### src/rtl/nfsa_pkg.sv
// ----------------------------------------------------------------------------
// nfsa_pkg
// Shared sizes, codes and types of the next-fit slot allocator.
// ----------------------------------------------------------------------------
package nfsa_pkg;

  // Table size and field widths
  localparam int ENTRIES = 64;
  localparam int IDX_W   = $clog2(ENTRIES);
  localparam int CMD_W   = 2;
  localparam int REQ_W   = 8;
  localparam int OPT_W   = 8;
  localparam int LIM_W   = 6;
  localparam int STS_W   = 3;
  localparam int RES_W   = 6;
  localparam int IN_W    = 24;
  localparam int OUT_W   = 16;
  localparam int ADDR_W  = 4;
  localparam int DATA_W  = 32;

  // Command codes
  localparam logic [CMD_W-1:0] CMD_ALLOC   = 2'd0;
  localparam logic [CMD_W-1:0] CMD_FREE    = 2'd1;
  localparam logic [CMD_W-1:0] CMD_DISABLE = 2'd2;
  localparam logic [CMD_W-1:0] CMD_ENABLE  = 2'd3;

  // Result status codes
  localparam logic [STS_W-1:0] STS_OK           = 3'd0;
  localparam logic [STS_W-1:0] STS_IN_USE       = 3'd1;
  localparam logic [STS_W-1:0] STS_FULL         = 3'd2;
  localparam logic [STS_W-1:0] STS_INVALID      = 3'd3;
  localparam logic [STS_W-1:0] STS_QUEUE_NEEDED = 3'd4;

  // Register indexes on the configuration port
  localparam logic [1:0] REG_MAX_INDEX    = 2'd0;
  localparam logic [1:0] REG_ALLOWED_OPTS = 2'd1;
  localparam logic [1:0] REG_FLOW_CTRL    = 2'd2;

  // Register reset values
  localparam logic [LIM_W-1:0] MAX_INDEX_RST    = 6'd63;
  localparam logic [OPT_W-1:0] ALLOWED_OPTS_RST = 8'hFF;
  localparam logic [OPT_W-1:0] FLOW_CTRL_RST    = 8'h01;

  // Commands from the controller to the datapath
  typedef struct packed {
    logic load;
    logic eval;
    logic commit;
  } dp_cmd_t;

  // Configuration register set
  typedef struct packed {
    logic [LIM_W-1:0] max_index;
    logic [OPT_W-1:0] allowed_options;
    logic [OPT_W-1:0] flow_control_option;
  } cfg_t;

endpackage

### src/rtl/nfsa_regs.sv
// ----------------------------------------------------------------------------
// nfsa_regs
// Configuration registers behind an APB-style port.
// ----------------------------------------------------------------------------
module nfsa_regs
  import nfsa_pkg::*;
(
  input  logic              clk,
  input  logic              rst_n,
  input  logic              psel,
  input  logic              penable,
  input  logic              pwrite,
  input  logic [ADDR_W-1:0] paddr,
  input  logic [DATA_W-1:0] pwdata,
  output logic [DATA_W-1:0] prdata,
  output logic              pready,
  output cfg_t              cfg
);

  cfg_t       cfg_r, cfg_nxt;
  logic       wr_en;
  logic [1:0] reg_sel;

  assign pready  = 1'b1;
  assign wr_en   = psel & penable & pwrite & pready;
  assign reg_sel = paddr[3:2];

  // Decode register writes
  always_comb begin
    cfg_nxt = cfg_r;
    if (wr_en) begin
      case (reg_sel)
        REG_MAX_INDEX:    cfg_nxt.max_index           = pwdata[LIM_W-1:0];
        REG_ALLOWED_OPTS: cfg_nxt.allowed_options     = pwdata[OPT_W-1:0];
        REG_FLOW_CTRL:    cfg_nxt.flow_control_option = pwdata[OPT_W-1:0];
        default:          cfg_nxt = cfg_r;
      endcase
    end
  end

  always_ff @(posedge clk) begin
    if (!rst_n) begin
      cfg_r.max_index           <= MAX_INDEX_RST;
      cfg_r.allowed_options     <= ALLOWED_OPTS_RST;
      cfg_r.flow_control_option <= FLOW_CTRL_RST;
    end else begin
      cfg_r <= cfg_nxt;
    end
  end

  // Read back
  always_comb begin
    case (reg_sel)
      REG_MAX_INDEX:    prdata = DATA_W'(cfg_r.max_index);
      REG_ALLOWED_OPTS: prdata = DATA_W'(cfg_r.allowed_options);
      REG_FLOW_CTRL:    prdata = DATA_W'(cfg_r.flow_control_option);
      default:          prdata = '0;
    endcase
  end

  assign cfg = cfg_r;

endmodule

### src/rtl/nfsa_ctrl.sv
// ----------------------------------------------------------------------------
// nfsa_ctrl
// Request sequencer: accept, evaluate, commit, and the result valid flag.
// ----------------------------------------------------------------------------
module nfsa_ctrl
  import nfsa_pkg::*;
(
  input  logic    clk,
  input  logic    rst_n,
  input  logic    in_valid,
  output logic    in_ready,
  output logic    out_valid,
  input  logic    out_ready,
  output dp_cmd_t dp_cmd
);

  typedef enum logic [2:0] {
    S_IDLE   = 3'b001,
    S_CHECK  = 3'b010,
    S_COMMIT = 3'b100
  } state_t;

  state_t state_r, state_nxt;
  logic   out_valid_r, out_valid_nxt;
  logic   can_commit;

  assign in_ready   = (state_r == S_IDLE);
  assign can_commit = !out_valid_r || out_ready;

  // Advance the sequence of one request
  always_comb begin
    state_nxt     = state_r;
    dp_cmd        = '0;
    out_valid_nxt = out_valid_r;
    if (out_ready) begin
      out_valid_nxt = 1'b0;
    end
    case (state_r)
      S_IDLE: begin
        if (in_valid) begin
          dp_cmd.load = 1'b1;
          state_nxt   = S_CHECK;
        end
      end
      S_CHECK: begin
        dp_cmd.eval = 1'b1;
        state_nxt   = S_COMMIT;
      end
      S_COMMIT: begin
        // hold until the result register is free
        if (can_commit) begin
          dp_cmd.commit = 1'b1;
          out_valid_nxt = 1'b1;
          state_nxt     = S_IDLE;
        end
      end
      default: state_nxt = S_IDLE;
    endcase
  end

  always_ff @(posedge clk) begin
    if (!rst_n) begin
      state_r     <= S_IDLE;
      out_valid_r <= 1'b0;
    end else begin
      state_r     <= state_nxt;
      out_valid_r <= out_valid_nxt;
    end
  end

  assign out_valid = out_valid_r;

endmodule

### src/rtl/nfsa_datapath.sv
// ----------------------------------------------------------------------------
// nfsa_datapath
// Slot table, next-fit search, request checks and result register.
// ----------------------------------------------------------------------------
module nfsa_datapath
  import nfsa_pkg::*;
(
  input  logic             clk,
  input  logic             rst_n,
  input  dp_cmd_t          dp_cmd,
  input  cfg_t             cfg,
  input  logic [CMD_W-1:0] command,
  input  logic             any_index,
  input  logic [REQ_W-1:0] index,
  input  logic [OPT_W-1:0] options,
  input  logic             queue_present,
  input  logic             lists_empty,
  output logic [STS_W-1:0] status,
  output logic [RES_W-1:0] result_index
);

  // Request register
  logic [CMD_W-1:0] cmd_r;
  logic             any_r;
  logic [REQ_W-1:0] idx_r;
  logic [OPT_W-1:0] opt_r;
  logic             queue_r;
  logic             empty_r;

  // Slot table
  logic [ENTRIES-1:0] used_r, used_nxt;
  logic [ENTRIES-1:0] enabled_r, enabled_nxt;
  logic [IDX_W-1:0]   last_r, last_nxt;

  // Evaluation stage
  logic [STS_W-1:0] eval_sts_r, eval_sts;
  logic [IDX_W-1:0] eval_slot_r, eval_slot;

  // Result register
  logic [STS_W-1:0] out_sts_r;
  logic [RES_W-1:0] out_idx_r;

  logic [IDX_W-1:0]   lim;
  logic [ENTRIES-1:0] free_v, above_v;
  logic               hi_found, lo_found;
  logic [IDX_W-1:0]   hi_idx, lo_idx;
  logic [IDX_W-1:0]   tgt;
  logic               req_over;

  // Capture the request
  always_ff @(posedge clk) begin
    if (dp_cmd.load) begin
      cmd_r   <= command;
      any_r   <= any_index;
      idx_r   <= index;
      opt_r   <= options;
      queue_r <= queue_present;
      empty_r <= lists_empty;
    end
  end

  // Clamp the usable top index to the table size
  always_comb begin
    if (int'(cfg.max_index) > ENTRIES - 1) begin
      lim = IDX_W'(ENTRIES - 1);
    end else begin
      lim = IDX_W'(cfg.max_index);
    end
  end

  assign req_over = int'(idx_r) > int'(lim);
  assign tgt      = idx_r[IDX_W-1:0];

  // Free slots within the limit, and those past the last grant
  always_comb begin
    for (int i = 0; i < ENTRIES; i++) begin
      free_v[i]  = !used_r[i] && (i <= int'(lim));
      above_v[i] = i > int'(last_r);
    end
  end

  // Lowest free slot past the last grant, and lowest free slot overall
  always_comb begin
    hi_found = 1'b0;
    hi_idx   = '0;
    lo_found = 1'b0;
    lo_idx   = '0;
    for (int i = ENTRIES - 1; i >= 0; i--) begin
      if (free_v[i] && above_v[i]) begin
        hi_found = 1'b1;
        hi_idx   = IDX_W'(i);
      end
      if (free_v[i]) begin
        lo_found = 1'b1;
        lo_idx   = IDX_W'(i);
      end
    end
  end

  // Check the request and pick the slot
  always_comb begin
    eval_sts  = STS_OK;
    eval_slot = tgt;
    if (cmd_r == CMD_ALLOC) begin
      if ((opt_r & ~cfg.allowed_options) != '0) begin
        eval_sts = STS_INVALID;
      end else if ((opt_r & cfg.flow_control_option) != '0 && !queue_r) begin
        eval_sts = STS_QUEUE_NEEDED;
      end else if (!any_r) begin
        if (req_over) begin
          eval_sts = STS_INVALID;
        end else if (used_r[tgt]) begin
          eval_sts = STS_IN_USE;
        end
      end else if (hi_found) begin
        eval_slot = hi_idx;
      end else if (lo_found) begin
        eval_slot = lo_idx;
      end else begin
        eval_sts = STS_FULL;
      end
    end else if (req_over || !used_r[tgt]) begin
      eval_sts = STS_INVALID;
    end else if (cmd_r == CMD_FREE && !empty_r) begin
      eval_sts = STS_IN_USE;
    end
  end

  always_ff @(posedge clk) begin
    if (dp_cmd.eval) begin
      eval_sts_r  <= eval_sts;
      eval_slot_r <= eval_slot;
    end
  end

  // Apply a successful command to the table
  always_comb begin
    used_nxt    = used_r;
    enabled_nxt = enabled_r;
    last_nxt    = last_r;
    if (dp_cmd.commit && eval_sts_r == STS_OK) begin
      case (cmd_r)
        CMD_ALLOC: begin
          used_nxt[eval_slot_r]    = 1'b1;
          enabled_nxt[eval_slot_r] = 1'b1;
          last_nxt                 = eval_slot_r;
        end
        CMD_FREE: begin
          used_nxt[eval_slot_r]    = 1'b0;
          enabled_nxt[eval_slot_r] = 1'b0;
        end
        CMD_DISABLE: enabled_nxt[eval_slot_r] = 1'b0;
        CMD_ENABLE:  enabled_nxt[eval_slot_r] = 1'b1;
        default:     last_nxt = last_r;
      endcase
    end
  end

  always_ff @(posedge clk) begin
    if (!rst_n) begin
      used_r    <= '0;
      enabled_r <= '0;
      last_r    <= IDX_W'(ENTRIES - 1);
    end else begin
      used_r    <= used_nxt;
      enabled_r <= enabled_nxt;
      last_r    <= last_nxt;
    end
  end

  // Load the result register
  always_ff @(posedge clk) begin
    if (dp_cmd.commit) begin
      out_sts_r <= eval_sts_r;
      if (cmd_r == CMD_ALLOC && eval_sts_r == STS_OK) begin
        out_idx_r <= RES_W'(eval_slot_r);
      end else begin
        out_idx_r <= '0;
      end
    end
  end

  assign status       = out_sts_r;
  assign result_index = out_idx_r;

endmodule

### src/rtl/next_fit_slot_allocator.sv
// ----------------------------------------------------------------------------
// next_fit_slot_allocator
// Slot table with allocate, free, disable and enable requests.
// ----------------------------------------------------------------------------
// Each request yields exactly one result. A request is captured first; then
// come the checks and the next-fit search (a priority pick over the 64 slot
// marks, registered); then the table is updated and the result register
// loaded. A new request is taken only after the previous one has committed;
// a result left waiting on the output holds the commit step. The table needs
// no clearing pass: all slot marks clear at reset.
// ----------------------------------------------------------------------------
module next_fit_slot_allocator
  import nfsa_pkg::*;
(
  input  logic              clk,
  input  logic              rst_n,
  // request channel
  input  logic              in_tvalid,
  output logic              in_tready,
  input  logic [IN_W-1:0]   in_tdata,   // any_index[0], index[8:1], options[16:9],
                                        // queue_present[17], lists_empty[18], zero pad
  input  logic [CMD_W-1:0]  in_tuser,   // command[1:0]
  // result channel
  output logic              out_tvalid,
  input  logic              out_tready,
  output logic [OUT_W-1:0]  out_tdata,  // status[2:0], result_index[8:3], zero pad
  // configuration port
  input  logic              cfg_psel,
  input  logic              cfg_penable,
  input  logic              cfg_pwrite,
  input  logic [ADDR_W-1:0] cfg_paddr,
  input  logic [DATA_W-1:0] cfg_pwdata,
  output logic [DATA_W-1:0] cfg_prdata,
  output logic              cfg_pready
);

  dp_cmd_t          dp_cmd;
  cfg_t             cfg;
  logic [STS_W-1:0] status;
  logic [RES_W-1:0] result_index;

  nfsa_regs u_regs (
    .clk     (clk),
    .rst_n   (rst_n),
    .psel    (cfg_psel),
    .penable (cfg_penable),
    .pwrite  (cfg_pwrite),
    .paddr   (cfg_paddr),
    .pwdata  (cfg_pwdata),
    .prdata  (cfg_prdata),
    .pready  (cfg_pready),
    .cfg     (cfg)
  );

  nfsa_ctrl u_ctrl (
    .clk       (clk),
    .rst_n     (rst_n),
    .in_valid  (in_tvalid),
    .in_ready  (in_tready),
    .out_valid (out_tvalid),
    .out_ready (out_tready),
    .dp_cmd    (dp_cmd)
  );

  nfsa_datapath u_dp (
    .clk           (clk),
    .rst_n         (rst_n),
    .dp_cmd        (dp_cmd),
    .cfg           (cfg),
    .command       (in_tuser),
    .any_index     (in_tdata[0]),
    .index         (in_tdata[8:1]),
    .options       (in_tdata[16:9]),
    .queue_present (in_tdata[17]),
    .lists_empty   (in_tdata[18]),
    .status        (status),
    .result_index  (result_index)
  );

  // Pack the result
  assign out_tdata = {{(OUT_W - STS_W - RES_W){1'b0}}, result_index, status};

endmodule

### config.mk
export PLATFORM = sky130hd
export DESIGN_NAME = next_fit_slot_allocator
export DESIGN_NICKNAME = d
export VERILOG_FILES = /design/src/rtl/nfsa_pkg.sv /design/src/rtl/nfsa_regs.sv /design/src/rtl/nfsa_ctrl.sv /design/src/rtl/nfsa_datapath.sv /design/src/rtl/next_fit_slot_allocator.sv
export SDC_FILE = /design/constraint.sdc
export NUM_CORES = 1
export LEC_CHECK = 0
export ABC_AREA = 1
export BUFFER_PORTS_ARGS = -buffer_cell sky130_fd_sc_hd__clkbuf_2
export CORE_ASPECT_RATIO = 0.5
export CORE_MARGIN = 2
export CORE_UTILIZATION = 30
export DETAILED_ROUTE_END_ITERATION = 16
export PLACE_DENSITY = 0.46
export SLEW_MARGIN = 5
export SYNTH_ARGS = -nofsm -noshare
export SYNTH_HDL_FRONTEND = slang
export SYNTH_HIERARCHICAL = 1
export SYNTH_SLANG_ARGS = --single-unit
export TNS_END_PERCENT = 50
### constraint.sdc
create_clock -name clk -period 5.15 [get_ports clk]
set_input_delay 1.545 -clock clk [delete_from_list [all_inputs] [get_ports clk]]
set_output_delay 1.545 -clock clk [all_outputs]
set_load 0.01 [all_outputs]
==> metrics.sh <==
SETUP_VIOL=0
MEAN_POST_SYNTH_CELL_AREA_UM2=6.17
TIMING.CRITICAL_PATH.MODE_CELL='nand2_1'
FLOORPLAN.IO_PINS=120
DP_SLACK_NS=0.478
ROWS=47
CTS_ROOT_BUFFER='clkbuf_16'
HOLD_SLACK_NS=0.473
LARGEST_STAGE_DELAY_ON_THE_CRITICAL_PATH_NS=0.59
HOLD_PATH.CLASS='register to register'
DETAILED_PLACE_HPWL_UM=30200
CP.ARRIVAL_NS=4.75
ROUTE.VIAS.TOTAL=10705
FINISH.CELL_COUNT_WITHOUT_FILLERS=2126
FLOORPLAN.DIE_AREA_MM2=0.0346
WORSTPATHREQUIRED_NS=5.45
OUTCOME='complete, no violations'
TOTALPOWERFINAL_mW=2.77
CRITICALPATHCATEGORY='register to register'
ENDPOINT_KIND='register'
SYNTH_TOP_CELL_BY_AREA='dfxtp_1'
DIE_HEIGHT_UM=133
PWRDENS_mW_PER_MM2=245
TOTALNEGATIVESETUPSLACK_NS=0
SYN-CELL-AREA_MM2=0.00992
DETAIL_ROUTE.ITER0.VIOLATIONS=1047
GRT_MAX_DEGREE=65
PORT-BUFFER-COUNT=56
GR-TOTAL-OVERFLOW=0
STDCELL_AREA_MM2=0.0113
GRT_FIRST_PASS_WIRELENGTH_UM=57400
GRT_SETUP_UNREPAIRED='false'
GRT_ANTENNA_BEFORE_REPAIR=0
CTS_TREE='done'
ROUTED_WIRE_LENGTH_PER_INSTANCE_UM=18.1
DESIGN.CORE.AREA_MM2=0.0328
FIN_CRIT_SH=0.865
TIMING.RR.START='u_regs/cfg[21]'
FINAL_LAYOUT_SIZE_SUFFIX_GT1_FRAC=0.107
HTREE_LEVELS=4
FINAL_UTIL=0.346
SYNTH_EDF_COUNT=39
FMAX_MHz=224
POST_DP_CELL_AREA_MM2=0.0107
FIRSTDRTPASSITERS=7
REMAINING_DESIGN_RULE_VIOLATION_COUNT=0
DRTANTENNAVIOLNETS=0
FIN_MAX_SLEW_VIOS=0
SLEW_HEADROOM=0.341
AREA.GROWTH.SYNTH_TO_FINAL_PCT=14.3
SYNTH_FLOP_CELL='dfxtp_1'
DESIGN.FINAL.NETS=1747
SYNTH_COMMON_CELLS='383 x nand2_1, 242 x inv_1, 233 x nor2_1, 164 x o21ai_0, 96 x dfxtp_1'
WORST_IR_DROP_VDD_mV=0.205
INSERTEDDIODECOUNT=0
FINAL.MIN_CLOCK_PERIOD_NS=4.46
WORST_R2R_ENDPOINT='u_dp/eval_slot_r[0]'
REG2REGPATHDEPTH=49
ROUTED_VIA_DENSITY=5.04
YOSYS_WARNINGS=6
FILLCELLCOUNT=3692
CTS-HOLD-FIX-BUFFERS=0
SHARE_OF_ASYNC_SETTABLE_OR_ASYNC_RESETTABLE_FLOPS_AFTER_SYNTHESIS=0
MAX_CAP_VIOLATIONS=0
FP.DIEW_UM=261
WORSTSETUPSTARTPOINTTYPE='register'
FINALHOLDVIOLATIONS=0
FIRST_GLOBAL_VIAS=9591
CTS_BUFFERS=17
TRITONCTS_NUM_SINKS=135
SLEW_OF_THE_PIN_WITH_THE_LOWEST_SLEW_MARGIN_NS=0.981
NUMBER_OF_STANDARD_CELLS_AFTER_SYNTHESIS=1607
YS_SEQ_AREA_FRAC=0.312
TIMING.CRITICAL_PATH.FANOUT_MAX=13
SYNTH.FF_LATCH_COUNT=135
WORSTSETUPENDPOINT='u_dp/eval_slot_r[0]'
SYNTH_TOP_AREA_FRAC=0.194
FIN_WORST_SKEW_NS=0.0157
CLOCK_LATENCY_NS=0.44
CLKSLEWWORSTSETUPHOLDPATHS_NS=0.06
DRT-TOTAL-WL_UM=38400
CPMAXSTAGEDELAYCELL='a211oi_1'
GPL.FINAL_WEIGHTED_CONGESTION=0.955
SETUP.REG_TO_REG.WORST_SLACK_NS=0.69
CRIT_START='u_regs/cfg[21]'
SYNTHTOPCELLSBYAREA='dfxtp_1 19%, nand2_1 14%, edfxtp_1 12%'
MOST_COMMON_CELL_IN_THE_NETLIST='nand2_1'
POST_ROUTE_WORST_SETUP_SLACK_NS=0.695
PLACED_CELLS=2094
INITIAL_CORE_UTIL=0.302
CLK_PATH_BUF_DEPTH=2
STATIC-LEAKAGE-POWER_nW=5.44
NETLIST-CELL-TYPE-COUNT=56
GLOBAL_ROUTE_TOTAL_USAGE_ACROSS_EVERY_LAYER=0.220
## layout make-up
cell class	count	area (µm²)	area share
inverters	261	987	0.0870
clock buffers	18	429	0.0378
multi-input cells	1170	5530	0.488
clock inverters	14	214	0.0189
flip-flops and latches	135	3110	0.274
repair buffers	87	517	0.0456
well taps	441	552	0.0487
## kinds of logic (layout without fill, tap and decap cells)
group,count (synthesis),in the layout,share of synthesized area
AOI/OAI and AO/OA,354,354,0.201
adders and majority gates,6,6,0.00757
buffers and inverters,331,380,0.144
DFF,135,135,0.312
other,3,32,0.00114
and+or+nand+nor,778,778,0.335
## how the worst min path moves through the flow
stage                             from             end  slack (ns)  depth (start not counted)
floorplan           u_dp/eval_sts_r[2]  u_dp/status[2]        0.43                          0
global placement    u_dp/eval_sts_r[0]  u_dp/status[0]        0.45                          0
detailed placement  u_dp/eval_sts_r[2]  u_dp/status[2]        0.46                          0
CTS                 u_dp/eval_sts_r[2]  u_dp/status[2]        0.48                          0
global route        u_dp/eval_sts_r[0]  u_dp/status[0]        0.49                          0
finish              u_dp/eval_sts_r[1]  u_dp/status[1]        0.47                          0
## critical path, delay by kind of cell (launching register included)
kind	cells	cell delay, ns
and+or+nand+nor	43	2.43
DFF	1	0.36
AOI/OAI and AO/OA	3	0.91
buffers and inverters	3	0.62
## what timing repair did
item	4_1_cts	5_1_grt
gates resized for setup	0	17
buffers inserted	0	0
endpoints found under the setup margin	0	1
## where the power goes
part / internal, mW / switching, mW / leakage [nW] / total, mW
Clock: 0.827 / 0.534 / 0.311 / 1.36
Sequential: 1.12 / 0.0221 / 1.13 / 1.14
Combinational: 0.0775 / 0.195 / 4.00 / 0.273
## routing by layer
layer,global-route usage,up-vias,wire length (µm)
li1,-,5331,-
met1,0.323,4940,18400
met2,0.330,401,16400
met3,0.0437,33,3090
met4,0.0464,0,461
met5,0,-,0
## placed cells by master (no fill, tap or decap), types with 39 or more instances in the layout
master and n:
nand2_1 381, inv_1 242, nor2_1 230, o21ai_0 164, a21oi_1 88, dfxtp_1 86, nand3_1 74, clkbuf_2 56
a31oi_1 44, edfxtp_1 39
Power figures use the tool's default switching activity.
